`config.mk`:
```
export PLATFORM = sky130hd
export DESIGN_NAME = prt_ctrl
export DESIGN_NICKNAME = d
export VERILOG_FILES = /design/src/sv/prt_pkg.sv /design/src/sv/prt_ctrl.sv
export SDC_FILE = /design/constraint.sdc
export NUM_CORES = 1
export LEC_CHECK = 0
export BUFFER_PORTS_ARGS = -buffer_cell sky130_fd_sc_hd__buf_2
export CORE_MARGIN = 3
export CORE_UTILIZATION = 25
export CTS_CLUSTER_DIAMETER = 150
export CTS_CLUSTER_SIZE = 14
export DETAILED_ROUTE_END_ITERATION = 10
export GPL_TIMING_DRIVEN = 1
export PLACE_DENSITY = 0.44
export SYNTH_ARGS = -nofsm -noshare
export SYNTH_HDL_FRONTEND = slang
export SYNTH_SLANG_ARGS = --single-unit
export TNS_END_PERCENT = 5
```
`constraint.sdc`:
```
create_clock -name aclk -period 3.72 [get_ports aclk]
set_input_delay 0.372 -clock aclk [delete_from_list [all_inputs] [get_ports aclk]]
set_output_delay 0.372 -clock aclk [all_outputs]
set_load 0.02 [all_outputs]
```
`src/sv/prt_pkg.sv`:
```
// shared constants, codes and control structs of the pheromone route table
// no dependencies
package prt_pkg;

    localparam int DEST_ENTRIES_DEF    = 64;
    localparam int MAX_NEIGHBORS_DEF   = 8;
    localparam int PHERO_FRAC_BITS_DEF = 16;

    localparam int MODE_W    = 2;
    localparam int DEST_W    = 6;
    localparam int NB_W      = 8;
    localparam int PH_IN_W   = 17;
    localparam int DRAW_W    = 16;
    localparam int RATE_W    = 16;
    localparam int STATUS_W  = 3;

    localparam int DEST_LSB   = 0;
    localparam int NB_LSB     = DEST_LSB + DEST_W;
    localparam int PH_IN_LSB  = NB_LSB + NB_W;
    localparam int PARENT_LSB = PH_IN_LSB + PH_IN_W;
    localparam int DRAW_LSB   = PARENT_LSB + NB_W;
    localparam int S_FIELDS_W = DRAW_LSB + DRAW_W;
    localparam int S_TDATA_W  = ((S_FIELDS_W + 7) / 8) * 8;
    localparam int M_TDATA_W  = NB_W;

    localparam logic [MODE_W-1:0] MODE_ADD    = 2'd0;
    localparam logic [MODE_W-1:0] MODE_UPDATE = 2'd1;
    localparam logic [MODE_W-1:0] MODE_SELECT = 2'd2;

    localparam logic [STATUS_W-1:0] ST_DONE     = 3'd0;
    localparam logic [STATUS_W-1:0] ST_DEAD_END = 3'd1;
    localparam logic [STATUS_W-1:0] ST_REDRAW   = 3'd2;
    localparam logic [STATUS_W-1:0] ST_NO_ROUTE = 3'd3;
    localparam logic [STATUS_W-1:0] ST_FULL     = 3'd4;

    localparam logic [1:0] HOP_ZERO   = 2'd0;
    localparam logic [1:0] HOP_PARENT = 2'd1;
    localparam logic [1:0] HOP_ENTRY  = 2'd2;

    typedef struct packed {
        logic                load_in;
        logic                add_wr;
        logic                ent_rd;
        logic                upd_mul;
        logic                upd_wr;
        logic                p1_step;
        logic                p2_init;
        logic                p2_step;
        logic                out_load;
        logic [STATUS_W-1:0] out_status;
        logic [1:0]          out_hop;
    } prt_cmd_t;

    typedef struct packed {
        logic [MODE_W-1:0] mode;
        logic              row_full;
        logic              idx_end;
        logic              p1_match;
        logic              dead_end;
        logic              redraw;
        logic              p2_hit;
    } prt_stat_t;

endpackage

```
`src/sv/prt_ctrl.sv`:
```
// controller state machine: sequences add, update and the two select passes
// depends on prt_pkg
module prt_ctrl
    import prt_pkg::*;
(
    input  logic      aclk,
    input  logic      aresetn,
    input  logic      s_tvalid,
    output logic      s_tready,
    output logic      m_tvalid,
    input  logic      m_tready,
    input  prt_stat_t stat,
    output prt_cmd_t  cmd
);

    localparam logic [3:0] S_IDLE   = 4'd0;
    localparam logic [3:0] S_CNT    = 4'd1;
    localparam logic [3:0] S_U_RD   = 4'd2;
    localparam logic [3:0] S_U_MUL  = 4'd3;
    localparam logic [3:0] S_U_WR   = 4'd4;
    localparam logic [3:0] S_P1_RD  = 4'd5;
    localparam logic [3:0] S_P1_CHK = 4'd6;
    localparam logic [3:0] S_EVAL   = 4'd7;
    localparam logic [3:0] S_P2_RD  = 4'd8;
    localparam logic [3:0] S_P2_CHK = 4'd9;
    localparam logic [3:0] S_OUT    = 4'd10;

    logic [3:0]          state_reg, state_next;
    logic [STATUS_W-1:0] res_status_reg, res_status_next;
    logic [1:0]          res_hop_reg, res_hop_next;
    logic                out_valid_reg, out_valid_next;

    always_comb begin
        cmd             = '0;
        state_next      = state_reg;
        res_status_next = res_status_reg;
        res_hop_next    = res_hop_reg;
        out_valid_next  = out_valid_reg && !m_tready;
        case (state_reg)
            S_IDLE: begin
                if (s_tvalid) begin
                    cmd.load_in = 1'b1;
                    state_next  = S_CNT;
                end
            end
            S_CNT: begin
                case (stat.mode)
                    MODE_ADD: begin
                        res_hop_next = HOP_ZERO;
                        state_next   = S_OUT;
                        if (stat.row_full) begin
                            res_status_next = ST_FULL;
                        end else begin
                            cmd.add_wr      = 1'b1;
                            res_status_next = ST_DONE;
                        end
                    end
                    MODE_UPDATE: state_next = S_U_RD;
                    MODE_SELECT: state_next = S_P1_RD;
                    default: begin
                        res_status_next = ST_DONE;
                        res_hop_next    = HOP_ZERO;
                        state_next      = S_OUT;
                    end
                endcase
            end
            S_U_RD: begin
                if (stat.idx_end) begin
                    res_status_next = ST_DONE;
                    res_hop_next    = HOP_ZERO;
                    state_next      = S_OUT;
                end else begin
                    cmd.ent_rd = 1'b1;
                    state_next = S_U_MUL;
                end
            end
            S_U_MUL: begin
                cmd.upd_mul = 1'b1;
                state_next  = S_U_WR;
            end
            S_U_WR: begin
                cmd.upd_wr = 1'b1;
                state_next = S_U_RD;
            end
            S_P1_RD: begin
                if (stat.idx_end) begin
                    state_next = S_EVAL;
                end else begin
                    cmd.ent_rd = 1'b1;
                    state_next = S_P1_CHK;
                end
            end
            S_P1_CHK: begin
                cmd.p1_step = 1'b1;
                state_next  = stat.p1_match ? S_EVAL : S_P1_RD;
            end
            S_EVAL: begin
                if (stat.dead_end) begin
                    res_status_next = ST_DEAD_END;
                    res_hop_next    = HOP_PARENT;
                    state_next      = S_OUT;
                end else if (stat.redraw) begin
                    res_status_next = ST_REDRAW;
                    res_hop_next    = HOP_ZERO;
                    state_next      = S_OUT;
                end else begin
                    cmd.p2_init = 1'b1;
                    state_next  = S_P2_RD;
                end
            end
            S_P2_RD: begin
                if (stat.idx_end) begin
                    res_status_next = ST_NO_ROUTE;
                    res_hop_next    = HOP_ZERO;
                    state_next      = S_OUT;
                end else begin
                    cmd.ent_rd = 1'b1;
                    state_next = S_P2_CHK;
                end
            end
            S_P2_CHK: begin
                cmd.p2_step = 1'b1;
                if (stat.p2_hit) begin
                    res_status_next = ST_DONE;
                    res_hop_next    = HOP_ENTRY;
                    state_next      = S_OUT;
                end else begin
                    state_next = S_P2_RD;
                end
            end
            S_OUT: begin
                if (!out_valid_reg || m_tready) begin
                    cmd.out_load   = 1'b1;
                    cmd.out_status = res_status_reg;
                    cmd.out_hop    = res_hop_reg;
                    out_valid_next = 1'b1;
                    state_next     = S_IDLE;
                end
            end
            default: state_next = S_IDLE;
        endcase
    end

    always_ff @(posedge aclk) begin
        if (!aresetn) begin
            state_reg      <= S_IDLE;
            res_status_reg <= ST_DONE;
            res_hop_reg    <= HOP_ZERO;
            out_valid_reg  <= 1'b0;
        end else begin
            state_reg      <= state_next;
            res_status_reg <= res_status_next;
            res_hop_reg    <= res_hop_next;
            out_valid_reg  <= out_valid_next;
        end
    end

    assign s_tready = (state_reg == S_IDLE);
    assign m_tvalid = out_valid_reg;

endmodule

```
### Word level (Yosys, flattened, before mapping)

Index checks and enable logic that the tools add are counted.
Widths: inputs -> output; s select.

* equality and inequality tests: 20
* multiplexer cells: 43
* reduce and logical (&&, ||, !) cells: 14

Operators by type and width (count)
* $pmux 4 s11: 1
* $mux 2: 9
* $mux 3: 6
* $mux 1: 17
* $eq 4x3->1 const B: 4
* $mux 4: 4
* $pmux 3 s5: 1
* $eq 4x4->1 const B: 3
* $mux 6: 2
* $ne 2x2->1 const B: 6
* $eq 4x2->1 const B: 2
* $pmux 2 s4: 1
* $pmux 4 s2: 1
* $pmux 3 s2: 1
* $reduce_and 6->1: 1
* $reduce_and 5->1: 1
* $reduce_bool 5->1: 1
* $eq 4x1->1 const B: 1
* $logic_not 4->1: 1
* $reduce_bool 4->1: 1
* $reduce_or 2->1: 2
* $ne 3x3->1 const B: 1
* $reduce_or 3->1: 1
* $eq 2x1->1 const B: 1
* other kinds (7): 8

* register bits after elaboration: 10

### Longest topological paths before layout

Gate-level depths: netlist of run 1.

* depth in word-level cells: 4
* gate-level depth with buffers: 6
* gate-level depth less buffers: 6

### Worst setup path before layout of run 1

No wires, ideal clock.

* path kind: reg2out
* start point: reg state_reg[0]
* end point: out cmd[0] (netlist name)
* data arrival time: 1.390 ns
* data required time: 3.348 ns
* slack: 1.958 ns
* stages on the path, launching flop included: 5
* path buffers: 1
* cell sequence: dfxtp_1 -> buf_2 -> nand4bb_1 -> nor2b_1 -> and2_1

RTL lines
* start: declaration: RTL line prt_ctrl.sv:28 `logic [3:0] state_reg, state_next;`
* start signal: assignment: RTL line prt_ctrl.sv:151 `state_reg <= state_next;`
* end: declaration: RTL line prt_ctrl.sv:13 `output prt_cmd_t cmd`

==> results of run 1 <==
## where the power goes
group | internal, uW | switching (uW)
clock network | 37.3 | 34.8
logic | 156 | 184
registers | 130 | 80.2
## kinds of logic (layout without fill, tap and decap cells)
| kind of cell | count (synthesis) | in the layout | share of synthesized area |
|---|---|---|---|
| AO/OA/AOI/OAI | 26 | 26 | 0.207 |
| adder cells (fa/ha/maj) | 2 | 2 | 0.0305 |
| multiplexers | 2 | 2 | 0.0244 |
| AND/OR/NAND/NOR | 57 | 57 | 0.374 |
| flip-flops | 10 | 10 | 0.244 |
| XOR/XNOR | 1 | 1 | 0.0107 |
| buffers and inverters | 16 | 36 | 0.110 |
## layer usage
| metal | vias up | wire length [um] |
|---|---|---|
| met3 | 2 | 80 |
| met2 | 12 | 1110 |
| li1 | 437 | - |
| met1 | 381 | 966 |
| met5 | - | 0 |
| met4 | 0 | 14 |
## area by class of cell
class / count / area, um2
fill: 369 / 2140
tap: 44 / 55.1
clock buffer: 3 / 22.5
timing repair buffer: 27 / 135
multi-input combinational: 88 / 531
sequential: 10 / 200
inverter: 6 / 22.5
## worst register-to-register path, stage by stage (launching register included)
cell	delay [ps]
dfxtp_1	740
nand4b_1	310
o21bai_1	290
a31oi_1	280
o32ai_1	150
## worst paths after layout
path / startpoint / end / cells past startpoint
setup / recovery: state_reg[3] / cmd[11] / 4
hold / removal: stat[0] / res_hop_reg[1] / 3
setup reg to reg: state_reg[2] / res_hop_reg[0] / 4
hold reg to reg: res_hop_reg[1] / res_hop_reg[1] / 2
## metrics by stage
step / util / power (uW) / std cells / cell area, um2
3_5_place_dp: 0.304 / 556 / 175 / 943
2_1_floorplan: - / 500 / 114 / 821
5_1_grt: 0.311 / 678 / 178 / 966
6_report: 0.311 / 623 / 178 / 966
3_3_place_gp: 0.304 / 558 / 175 / 943
4_1_cts: 0.311 / 633 / 178 / 966
## cells in the final DEF (no fill, tap or decap), types with 2 or more instances in the layout
cell type and n:
inv_1 6, nor3b_1 2, mux2i_1 2, dfxtp_1 10, a31oi_1 2, ha_1 2
nand2_1 14, and2_1 6, a21oi_1 6, o21ai_0 8, nand3_1 2, nand4b_1 2
nand2b_1 6, nor3_1 6, buf_2 27, o32ai_1 2, clkbuf_4 3, nor2b_1 3
nor2_1 10
==> flow_metrics.env, run 1 <==
export IMPL_die_w_um=63.3
export IMPL_port_buffers=27
export IMPL_cp_arrival_ps=1870
export IMPL_gp_congestion=0.799
export IMPL_finalHoldViolations=0
export IMPL_criticalPathCategory="reg2out"
export IMPL_vias=832
export IMPL_tightest_slew_ps=653
export IMPL_postCtsHoldBufs=0
export IMPL_die_h_um=63.3
export IMPL_status="finished, final reports clean"
export IMPL_drtPass1Iterations=4
export IMPL_yosysSeqAreaShare=0.244
export IMPL_slew_headroom=0.564
export IMPL_slowest_delay_ps=690
export IMPL_cts_htree_levels=1
export IMPL_cts_buffers=3
export IMPL_ios=28
export IMPL_groute_usage_overall=0.115
export IMPL_critPathSlowestCell="dfxtp_1"
export IMPL_avgSynthCellArea_um2=7.20
export IMPL_worstPathRequired_ps=3350
export IMPL_pwr_density_cell_mw_per_mm2=645
export IMPL_gr_total_overflow=0
export IMPL_cts_setup_buffers=0
export IMPL_fin_hold_ws_ps=347
export IMPL_yosysWarnings=0
export IMPL_hp_class="in2reg"
export IMPL_critPathLaunchType="flip-flop"
export IMPL_synthFlopType="dfxtp_1"
export IMPL_drive_above_1_share=0.231
export IMPL_ys_ff_latch=10
export IMPL_finClkSkew_ps=4.97
export IMPL_drt_iter0_markers=9
export IMPL_cp_top_family="flip-flops"
export IMPL_cts_tree="done"
export IMPL_grt_pass1_vias=840
export IMPL_die_area_mm2=0.00401
export IMPL_yosysMostFrequentCell="nand2_1"
export IMPL_pre_cts_slack_ps=1750
export IMPL_max_freq_mhz=446
export IMPL_setup_ws_ps=1480
export IMPL_area_growth_pct=17.7
export IMPL_yosysTopAreaCell="dfxtp_1"
export IMPL_synth_edf_count=0
export IMPL_cts_sinks=10
export IMPL_synthArstFlopShare=0
export IMPL_synthDistinctLibCells=36
export IMPL_finalWirelength_mm=2.17
export IMPL_fin_crit_ps=2240
export IMPL_rsz0062_at_grt="false"
export IMPL_cts_root_buffer="clkbuf_4"
export IMPL_antenna_cells=0
export IMPL_nNetsFinal=150
export IMPL_grt_busiest_layer="met2"
export IMPL_period_share=0.602
export IMPL_leakagePower_uw=0.000437
export IMPL_synth_area_top_cells="dfxtp_1 (24%), nand2_1 (6.4%), o21ai_0 (4.9%), and2_1 (4.6%), nand2b_1 (4.6%)"
export IMPL_syn_nets=128
export IMPL_synthTopCellsByCount="nand2_1 (14), dfxtp_1 (10), nor2_1 (10), o21ai_0 (8)"
export IMPL_use_met3=0.0374
export IMPL_drc=0
export IMPL_num_rows=20
export IMPL_crit_path_max_fanout=19
export IMPL_dp_hpwl_mm=1.65
export IMPL_crit_chain="or4b_1 > o21a_1 > nor2_1 > buf_2"
export IMPL_peakVddDrop_v=0.000267
export IMPL_synth_top_cell_area_share=0.244
export IMPL_tns_ps=0
export IMPL_drv_cap=0
export IMPL_crit_buf_inv=1
export IMPL_coreArea_mm2=0.00310
export IMPL_grt_start_max_net_pins=22
export IMPL_r2r_setup_slack_ps=1820
export IMPL_routedWlPerCell_um=12.2
export IMPL_syn_instance_count=114
export IMPL_use_met2=0.204
export IMPL_clock_latency_ps=260
export IMPL_antenna_found_initial=0
export IMPL_antenna_left=0
export IMPL_post_drt_via_cell_ratio=4.67
export IMPL_initial_core_util=0.265
export IMPL_cts_clk_slew_worst_paths_ps=60
export IMPL_clk_path_buf_depth=2
export IMPL_syn_area_um2=821
export IMPL_largest_reg_flops=4
export IMPL_grt_pass1_wl_mm=3.77
export IMPL_cts_resized=0
export IMPL_maxSlewViolCount=0
export IMPL_endpoint_kind="output port"
export IMPL_grt_util_met1=0.135
export IMPL_setup_violations=0
Power figures use the tool's default switching activity.
==> run 2, diff against run 1 <==
--- a/config.mk
+++ b/config.mk
@@ -5,6 +5,7 @@
 export SDC_FILE = /design/constraint.sdc
 export NUM_CORES = 1
 export LEC_CHECK = 0
+export ABC_AREA = 1
 export BUFFER_PORTS_ARGS = -buffer_cell sky130_fd_sc_hd__buf_2
 export CORE_MARGIN = 3
 export CORE_UTILIZATION = 25
@@ -12,7 +13,7 @@
 export CTS_CLUSTER_SIZE = 14
 export DETAILED_ROUTE_END_ITERATION = 10
 export GPL_TIMING_DRIVEN = 1
-export PLACE_DENSITY = 0.44
+export PLACE_DENSITY = 0.45
 export SYNTH_ARGS = -nofsm -noshare
 export SYNTH_HDL_FRONTEND = slang
 export SYNTH_SLANG_ARGS = --single-unit
==> constraint.sdc (replaced) <==
create_clock -name aclk -period 2 [get_ports aclk]
set_input_delay 0.2 -clock aclk [delete_from_list [all_inputs] [get_ports aclk]]
set_output_delay 0.2 -clock aclk [all_outputs]
set_load 0.02 [all_outputs]
==> run 2 against run 1 <==
Clock power grew to 2.6 times the previous value. Largest cell class unchanged. Area after synthesis is 1.2% higher. Critical endpoint is now cmd[3]. Via count is 10% higher. Largest power group unchanged.
==> flow_metrics.env, run 2 <==
export IMPL_final_common_cell="nand2_1"
export IMPL_clock_latency_ps=270
export IMPL_antenna_found_initial=0
export IMPL_nFillCells=366
export IMPL_num_rows=20
export IMPL_cts_buffers=3
export IMPL_drc=0
export IMPL_port_buffers=27
export IMPL_nNetsFinal=185
export IMPL_cts_setup_buffers=0
export IMPL_groute_usage_overall=0.120
export IMPL_critPathLaunchType="flip-flop"
export IMPL_final_cell_mix="nand2_1 (30), nor2_1 (27), buf_2 (27), inv_1 (22), dfxtp_1 (10)"
export IMPL_pre_cts_slack_ps=496
export IMPL_cts_sinks=10
export IMPL_ys_ff_latch=10
export IMPL_setup_violations=0
export IMPL_drv_cap=0
export IMPL_ios=28
export IMPL_tightest_slew_ps=258
export IMPL_postCtsHoldBufs=0
export IMPL_hp_class="in2reg"
export IMPL_avgSynthCellArea_um2=5.93
export IMPL_antenna_cells=0
export IMPL_initial_core_util=0.268
export IMPL_finalHoldViolations=0
export IMPL_largest_reg_flops=4
export IMPL_tns_ps=0
export IMPL_crit_path_max_fanout=5
export IMPL_endpoint_kind="output port"
export IMPL_die_h_um=63.6
export IMPL_post_drt_via_cell_ratio=4.29
export IMPL_syn_area_um2=831
export IMPL_synth_top_cell_area_share=0.241
export IMPL_cts_root_buffer="clkbuf_4"
export IMPL_peakVddDrop_v=0.000592
export IMPL_drive_above_1_share=0.329
export IMPL_coreArea_mm2=0.00310
export IMPL_worstPathRequired_ps=1800
export IMPL_cts_clk_slew_worst_paths_ps=80
export IMPL_dp_hpwl_mm=1.91
export IMPL_cp_arrival_ps=1610
export IMPL_grt_pass1_wl_mm=3.86
export IMPL_period_share=0.907
export IMPL_synth_edf_count=0
export IMPL_worstReg2RegStart="state_reg[0]"
export IMPL_syn_instance_count=140
export IMPL_grt_start_max_net_pins=8
export IMPL_yosysSeqAreaShare=0.241
export IMPL_yosysWarnings=0
export IMPL_endpoint="cmd[3]"
export IMPL_gp_congestion=0.822
export IMPL_area_growth_pct=26.4
export IMPL_criticalPathCategory="reg2out"
export IMPL_rsz0062_at_grt="false"
export IMPL_reg2reg_to="res_hop_reg[1]"
export IMPL_drt_iter0_markers=27
export IMPL_leakagePower_uw=0.000581
export IMPL_status="finished, final reports clean"
export IMPL_syn_nets=154
export IMPL_final_util=0.338
export IMPL_cts_htree_levels=1
export IMPL_die_area_mm2=0.00405
export IMPL_synthArstFlopShare=0
export IMPL_synthTopCellsByCount="nand2_1 (30), nor2_1 (27), inv_1 (22), dfxtp_1 (10), inv_2 (9)"
export IMPL_yosysTopAreaCell="dfxtp_1"
export IMPL_antenna_left=0
export IMPL_maxSlewViolCount=0
export IMPL_rr_worst_depth=9
export IMPL_p_total_uw=1410
export IMPL_synthFlopType="dfxtp_1"
export IMPL_cts_tree="done"
export IMPL_grt_pass1_vias=913
export IMPL_finClkSkew_ps=6.75
export IMPL_fin_hold_ws_ps=218
export IMPL_slew_headroom=0.827
export IMPL_setup_ws_ps=186
export IMPL_pwr_density_cell_mw_per_mm2=1350
export IMPL_synth_area_top_cells="dfxtp_1 (24%), nand2_1 (14%), nor2_1 (12%), inv_1 (9.9%), inv_2 (4.1%)"
export IMPL_die_w_um=63.6
export IMPL_finalWirelength_mm=2.25
export IMPL_max_freq_mhz=551
export IMPL_vias=918
export IMPL_gr_total_overflow=0
export IMPL_clk_path_buf_depth=2
export IMPL_routedWlPerCell_um=10.5
export IMPL_cts_resized=0
export IMPL_r2r_setup_slack_ps=560
export IMPL_fin_crit_ps=1810
export IMPL_synthDistinctLibCells=21
export IMPL_drtPass1Iterations=4
export IMPL_cp_startpoint="state_reg[3]"
export IMPL_yosysMostFrequentCell="nand2_1"
-- run 2: cell types whose count changed after synthesis, sizes merged, moves of 5 or more --
cell	previous run	this run
nand3	2	7
inv	6	31
nand2	14	34
buf	7	1
and2	6	0
nor2	10	34
nand2b	6	0
-- run 2: how the worst min path moves through the flow --
stage,start,endpoint,depth (start not counted),slack (ps)
2_1_floorplan,aresetn,state_reg[3],2,300
3_3_place_gp,res_hop_reg[1],res_hop_reg[1],2,480
3_5_place_dp,res_hop_reg[0],res_hop_reg[0],2,480
4_1_cts,aresetn,res_status_reg[0],3,210
5_1_grt,aresetn,res_status_reg[0],3,220
6_report,aresetn,res_status_reg[0],3,220
-- run 2: logic make-up after synthesis --
family,after synthesis,synth area share
simple gates,81,0.468
buf+inv,32,0.149
compound gates,15,0.111
flops,10,0.241
fa+ha+maj,2,0.0301
-- run 2: where the power goes --
group	switching (uW)	internal [uW]
registers	56.4	260
clock network	80.9	111
logic	594	312
total	731	683
-- run 2: critical path, cell delays in order, from the launching register on --
cell	delay, ps
dfxtp_1	420
inv_2	60
nor2_2	170
inv_2	40
nor2_1	140
inv_2	80
nor2_2	100
inv_1	70
nor2_1	90
buf_2	170
-- run 2: final cells by class --
| class | count | area [um2] | share of cell area |
|---|---|---|---|
| well taps | 44 | 55.1 | 0.0524 |
| clock buffers | 4 | 36.3 | 0.0346 |
| flip-flops and latches | 10 | 200 | 0.191 |
| inverters | 31 | 116 | 0.111 |
| repair buffers | 27 | 135 | 0.129 |
| multi-input cells | 98 | 507 | 0.483 |
-- run 2: metrics by stage --
stage                     cells  instance area [um2]
after global routing        214                 1050
after global placement      210                 1010
final                       214                 1050
after detailed placement    210                 1010
after floorplan             140                  831
after CTS                   214                 1050
-- run 2: metal layers --
layer  vias to the layer above  global-route usage  wire length [um]
met3                         2              0.0357               138
li1                        483                   -                 -
met5                         -                   0                 0
met1                       407               0.144              1020
met4                         0              0.0270                13
met2                        26               0.207              1070
==> run 3, diff against run 2 <==
--- a/config.mk
+++ b/config.mk
@@ -6,6 +6,7 @@
 export NUM_CORES = 1
 export LEC_CHECK = 0
 export ABC_AREA = 1
+export ABC_CLOCK_PERIOD_IN_PS = 2000
 export BUFFER_PORTS_ARGS = -buffer_cell sky130_fd_sc_hd__buf_2
 export CORE_MARGIN = 3
 export CORE_UTILIZATION = 25
@@ -14,6 +15,7 @@
 export DETAILED_ROUTE_END_ITERATION = 10
 export GPL_TIMING_DRIVEN = 1
 export PLACE_DENSITY = 0.45
+export RECOVER_POWER = 25
 export SYNTH_ARGS = -nofsm -noshare
 export SYNTH_HDL_FRONTEND = slang
 export SYNTH_SLANG_ARGS = --single-unit
==> run 3 against run 2 <==
Non-clock buffer count stayed put. Global-route usage unchanged. Maximum frequency barely moved. Sequential share of layout area up 0.11 points. First-iteration DRC count unchanged. Largest cell class unchanged. Design area fell by 0.60%. Combinational power is essentially flat. Sequential power about the same. Wire length increased by 0.13%.
==> flow_metrics.env, run 3 (synthesis results as in run 2) <==
export IMPL_status="finished, final reports clean"
export IMPL_cts_tree="done"
export IMPL_area_growth_pct=25.6
export IMPL_slowest_delay_ps=420
export IMPL_grt_start_max_net_pins=8
export IMPL_cp_top_family="simple AND/OR/NAND/NOR gates"
export IMPL_tns_ps=0
export IMPL_drc=0
export IMPL_antenna_left=0
export IMPL_crit_chain="inv_2 > nor2_2 > inv_2 > nor2_1 > inv_2 > nor2_2 > inv_1 > nor2_1 > buf_2"
export IMPL_finalHoldViolations=0
export IMPL_cts_clk_slew_worst_paths_ps=80
export IMPL_post_drt_via_cell_ratio=4.28
export IMPL_finalWirelength_mm=2.25
export IMPL_seq_area_um2=200
export IMPL_grt_pass1_wl_mm=3.86
export IMPL_setup_violations=0
export IMPL_cts_setup_buffers=0
export IMPL_nFillCells=369
export IMPL_crit_path_max_fanout=5
export IMPL_cts_resized=0
export IMPL_die_h_um=63.6
export IMPL_ios=28
export IMPL_placed_cell_area_mm2=0.00101
export IMPL_finClkSkew_ps=6.10
export IMPL_final_util=0.336
export IMPL_maxSlewViolCount=0
export IMPL_pre_cts_slack_ps=496
export IMPL_fin_crit_ps=1810
export IMPL_cts_sinks=10
export IMPL_hp_class="in2reg"
export IMPL_coreArea_mm2=0.00310
export IMPL_grt_pass1_vias=913
export IMPL_critPathSlowestCell="dfxtp_1"
export IMPL_slew_headroom=0.748
export IMPL_antenna_found_initial=0
export IMPL_routedWlPerCell_um=10.5
export IMPL_p_total_uw=1410
export IMPL_largest_reg_flops=4
export IMPL_cts_root_buffer="clkbuf_4"
export IMPL_initial_core_util=0.268
export IMPL_criticalPathCategory="reg2out"
export IMPL_drt_iter0_markers=27
export IMPL_gr_total_overflow=0
export IMPL_rsz0062_at_grt="false"
export IMPL_gp_congestion=0.822
export IMPL_dp_hpwl_mm=1.91
export IMPL_cts_buffers=3
export IMPL_crit_top_cell="inv_2"
export IMPL_critPathLaunchType="flip-flop"
export IMPL_vias=916
export IMPL_max_freq_mhz=551
export IMPL_nNetsFinal=185
export IMPL_drive_above_1_share=0.306
export IMPL_antenna_cells=0
export IMPL_groute_usage_overall=0.120
export IMPL_tightest_slew_ps=377
export IMPL_leakagePower_uw=0.000568
export IMPL_pwr_density_cell_mw_per_mm2=1350
export IMPL_postCtsHoldBufs=0
export IMPL_clk_path_buf_depth=2
export IMPL_port_buffers=27
export IMPL_setup_ws_ps=185
export IMPL_period_share=0.907
export IMPL_multi_input_area_um2=504
export IMPL_clock_latency_ps=270
export IMPL_final_cell_mix="nand2_1 (30), nor2_1 (28), buf_2 (24), inv_1 (22), dfxtp_1 (10)"
export IMPL_finalInstanceArea_mm2=0.00104
export IMPL_endpoint_kind="output port"
export IMPL_drv_cap=0
export IMPL_crit_buf_inv=5
export IMPL_die_area_mm2=0.00405
export IMPL_drtPass1Iterations=4
export IMPL_cp_arrival_ps=1610
export IMPL_die_w_um=63.6
export IMPL_final_common_cell="nand2_1"
export IMPL_num_rows=20
export IMPL_cts_htree_levels=1
export IMPL_peakVddDrop_v=0.000591
export IMPL_worstPathRequired_ps=1800
[run 3: changes by cell type in the layout (fill, tap and decap cells not counted)]
cell      delta
buf_2        -3
clkbuf_1     +3
nor2_1       +1
nor2_2       -1
[run 3: routing by layer]
metal,global-route usage,part of all wire
met5,0,0
met4,0.0270,0.0058
met3,0.0357,0.060
met2,0.207,0.47
met1,0.144,0.46
[run 3: final timing paths]
check | start | endpoint | slack, ps | depth (start not counted)
setup / recovery | state_reg[3] | cmd[3] | 190 | 9
hold / removal | aresetn | res_status_reg[0] | 220 | 3
setup reg to reg | state_reg[0] | res_hop_reg[1] | 430 | 9
hold reg to reg | res_hop_reg[0] | res_hop_reg[0] | 490 | 2
[run 3: worst min-delay path: cells and delay by family]
family	cells	cell delay, ps
buf+inv	1	140
simple gates	2	100
[run 3: cell type report]
type	count	area share
inverters	31	0.112
multi-input cells	98	0.483
flip-flops and latches	10	0.192
repair buffers	27	0.126
well taps	44	0.0528
clock buffers	4	0.0348
[run 3: where the power goes]
group | leakage, uW | total, uW | internal [uW] | switching (uW)
combinational | 0.000465 | 904 | 310 | 594
clock | 0.0000210 | 191 | 111 | 80.4
sequential | 0.0000820 | 315 | 260 | 54.7
total | 0.000568 | 1410 | 680 | 729
[run 3: through the flow]
stage,cells,hold slack (ps)
4_1_cts,214,211
3_3_place_gp,210,479
6_report,214,218
5_1_grt,214,225
2_1_floorplan,140,298
3_5_place_dp,210,482
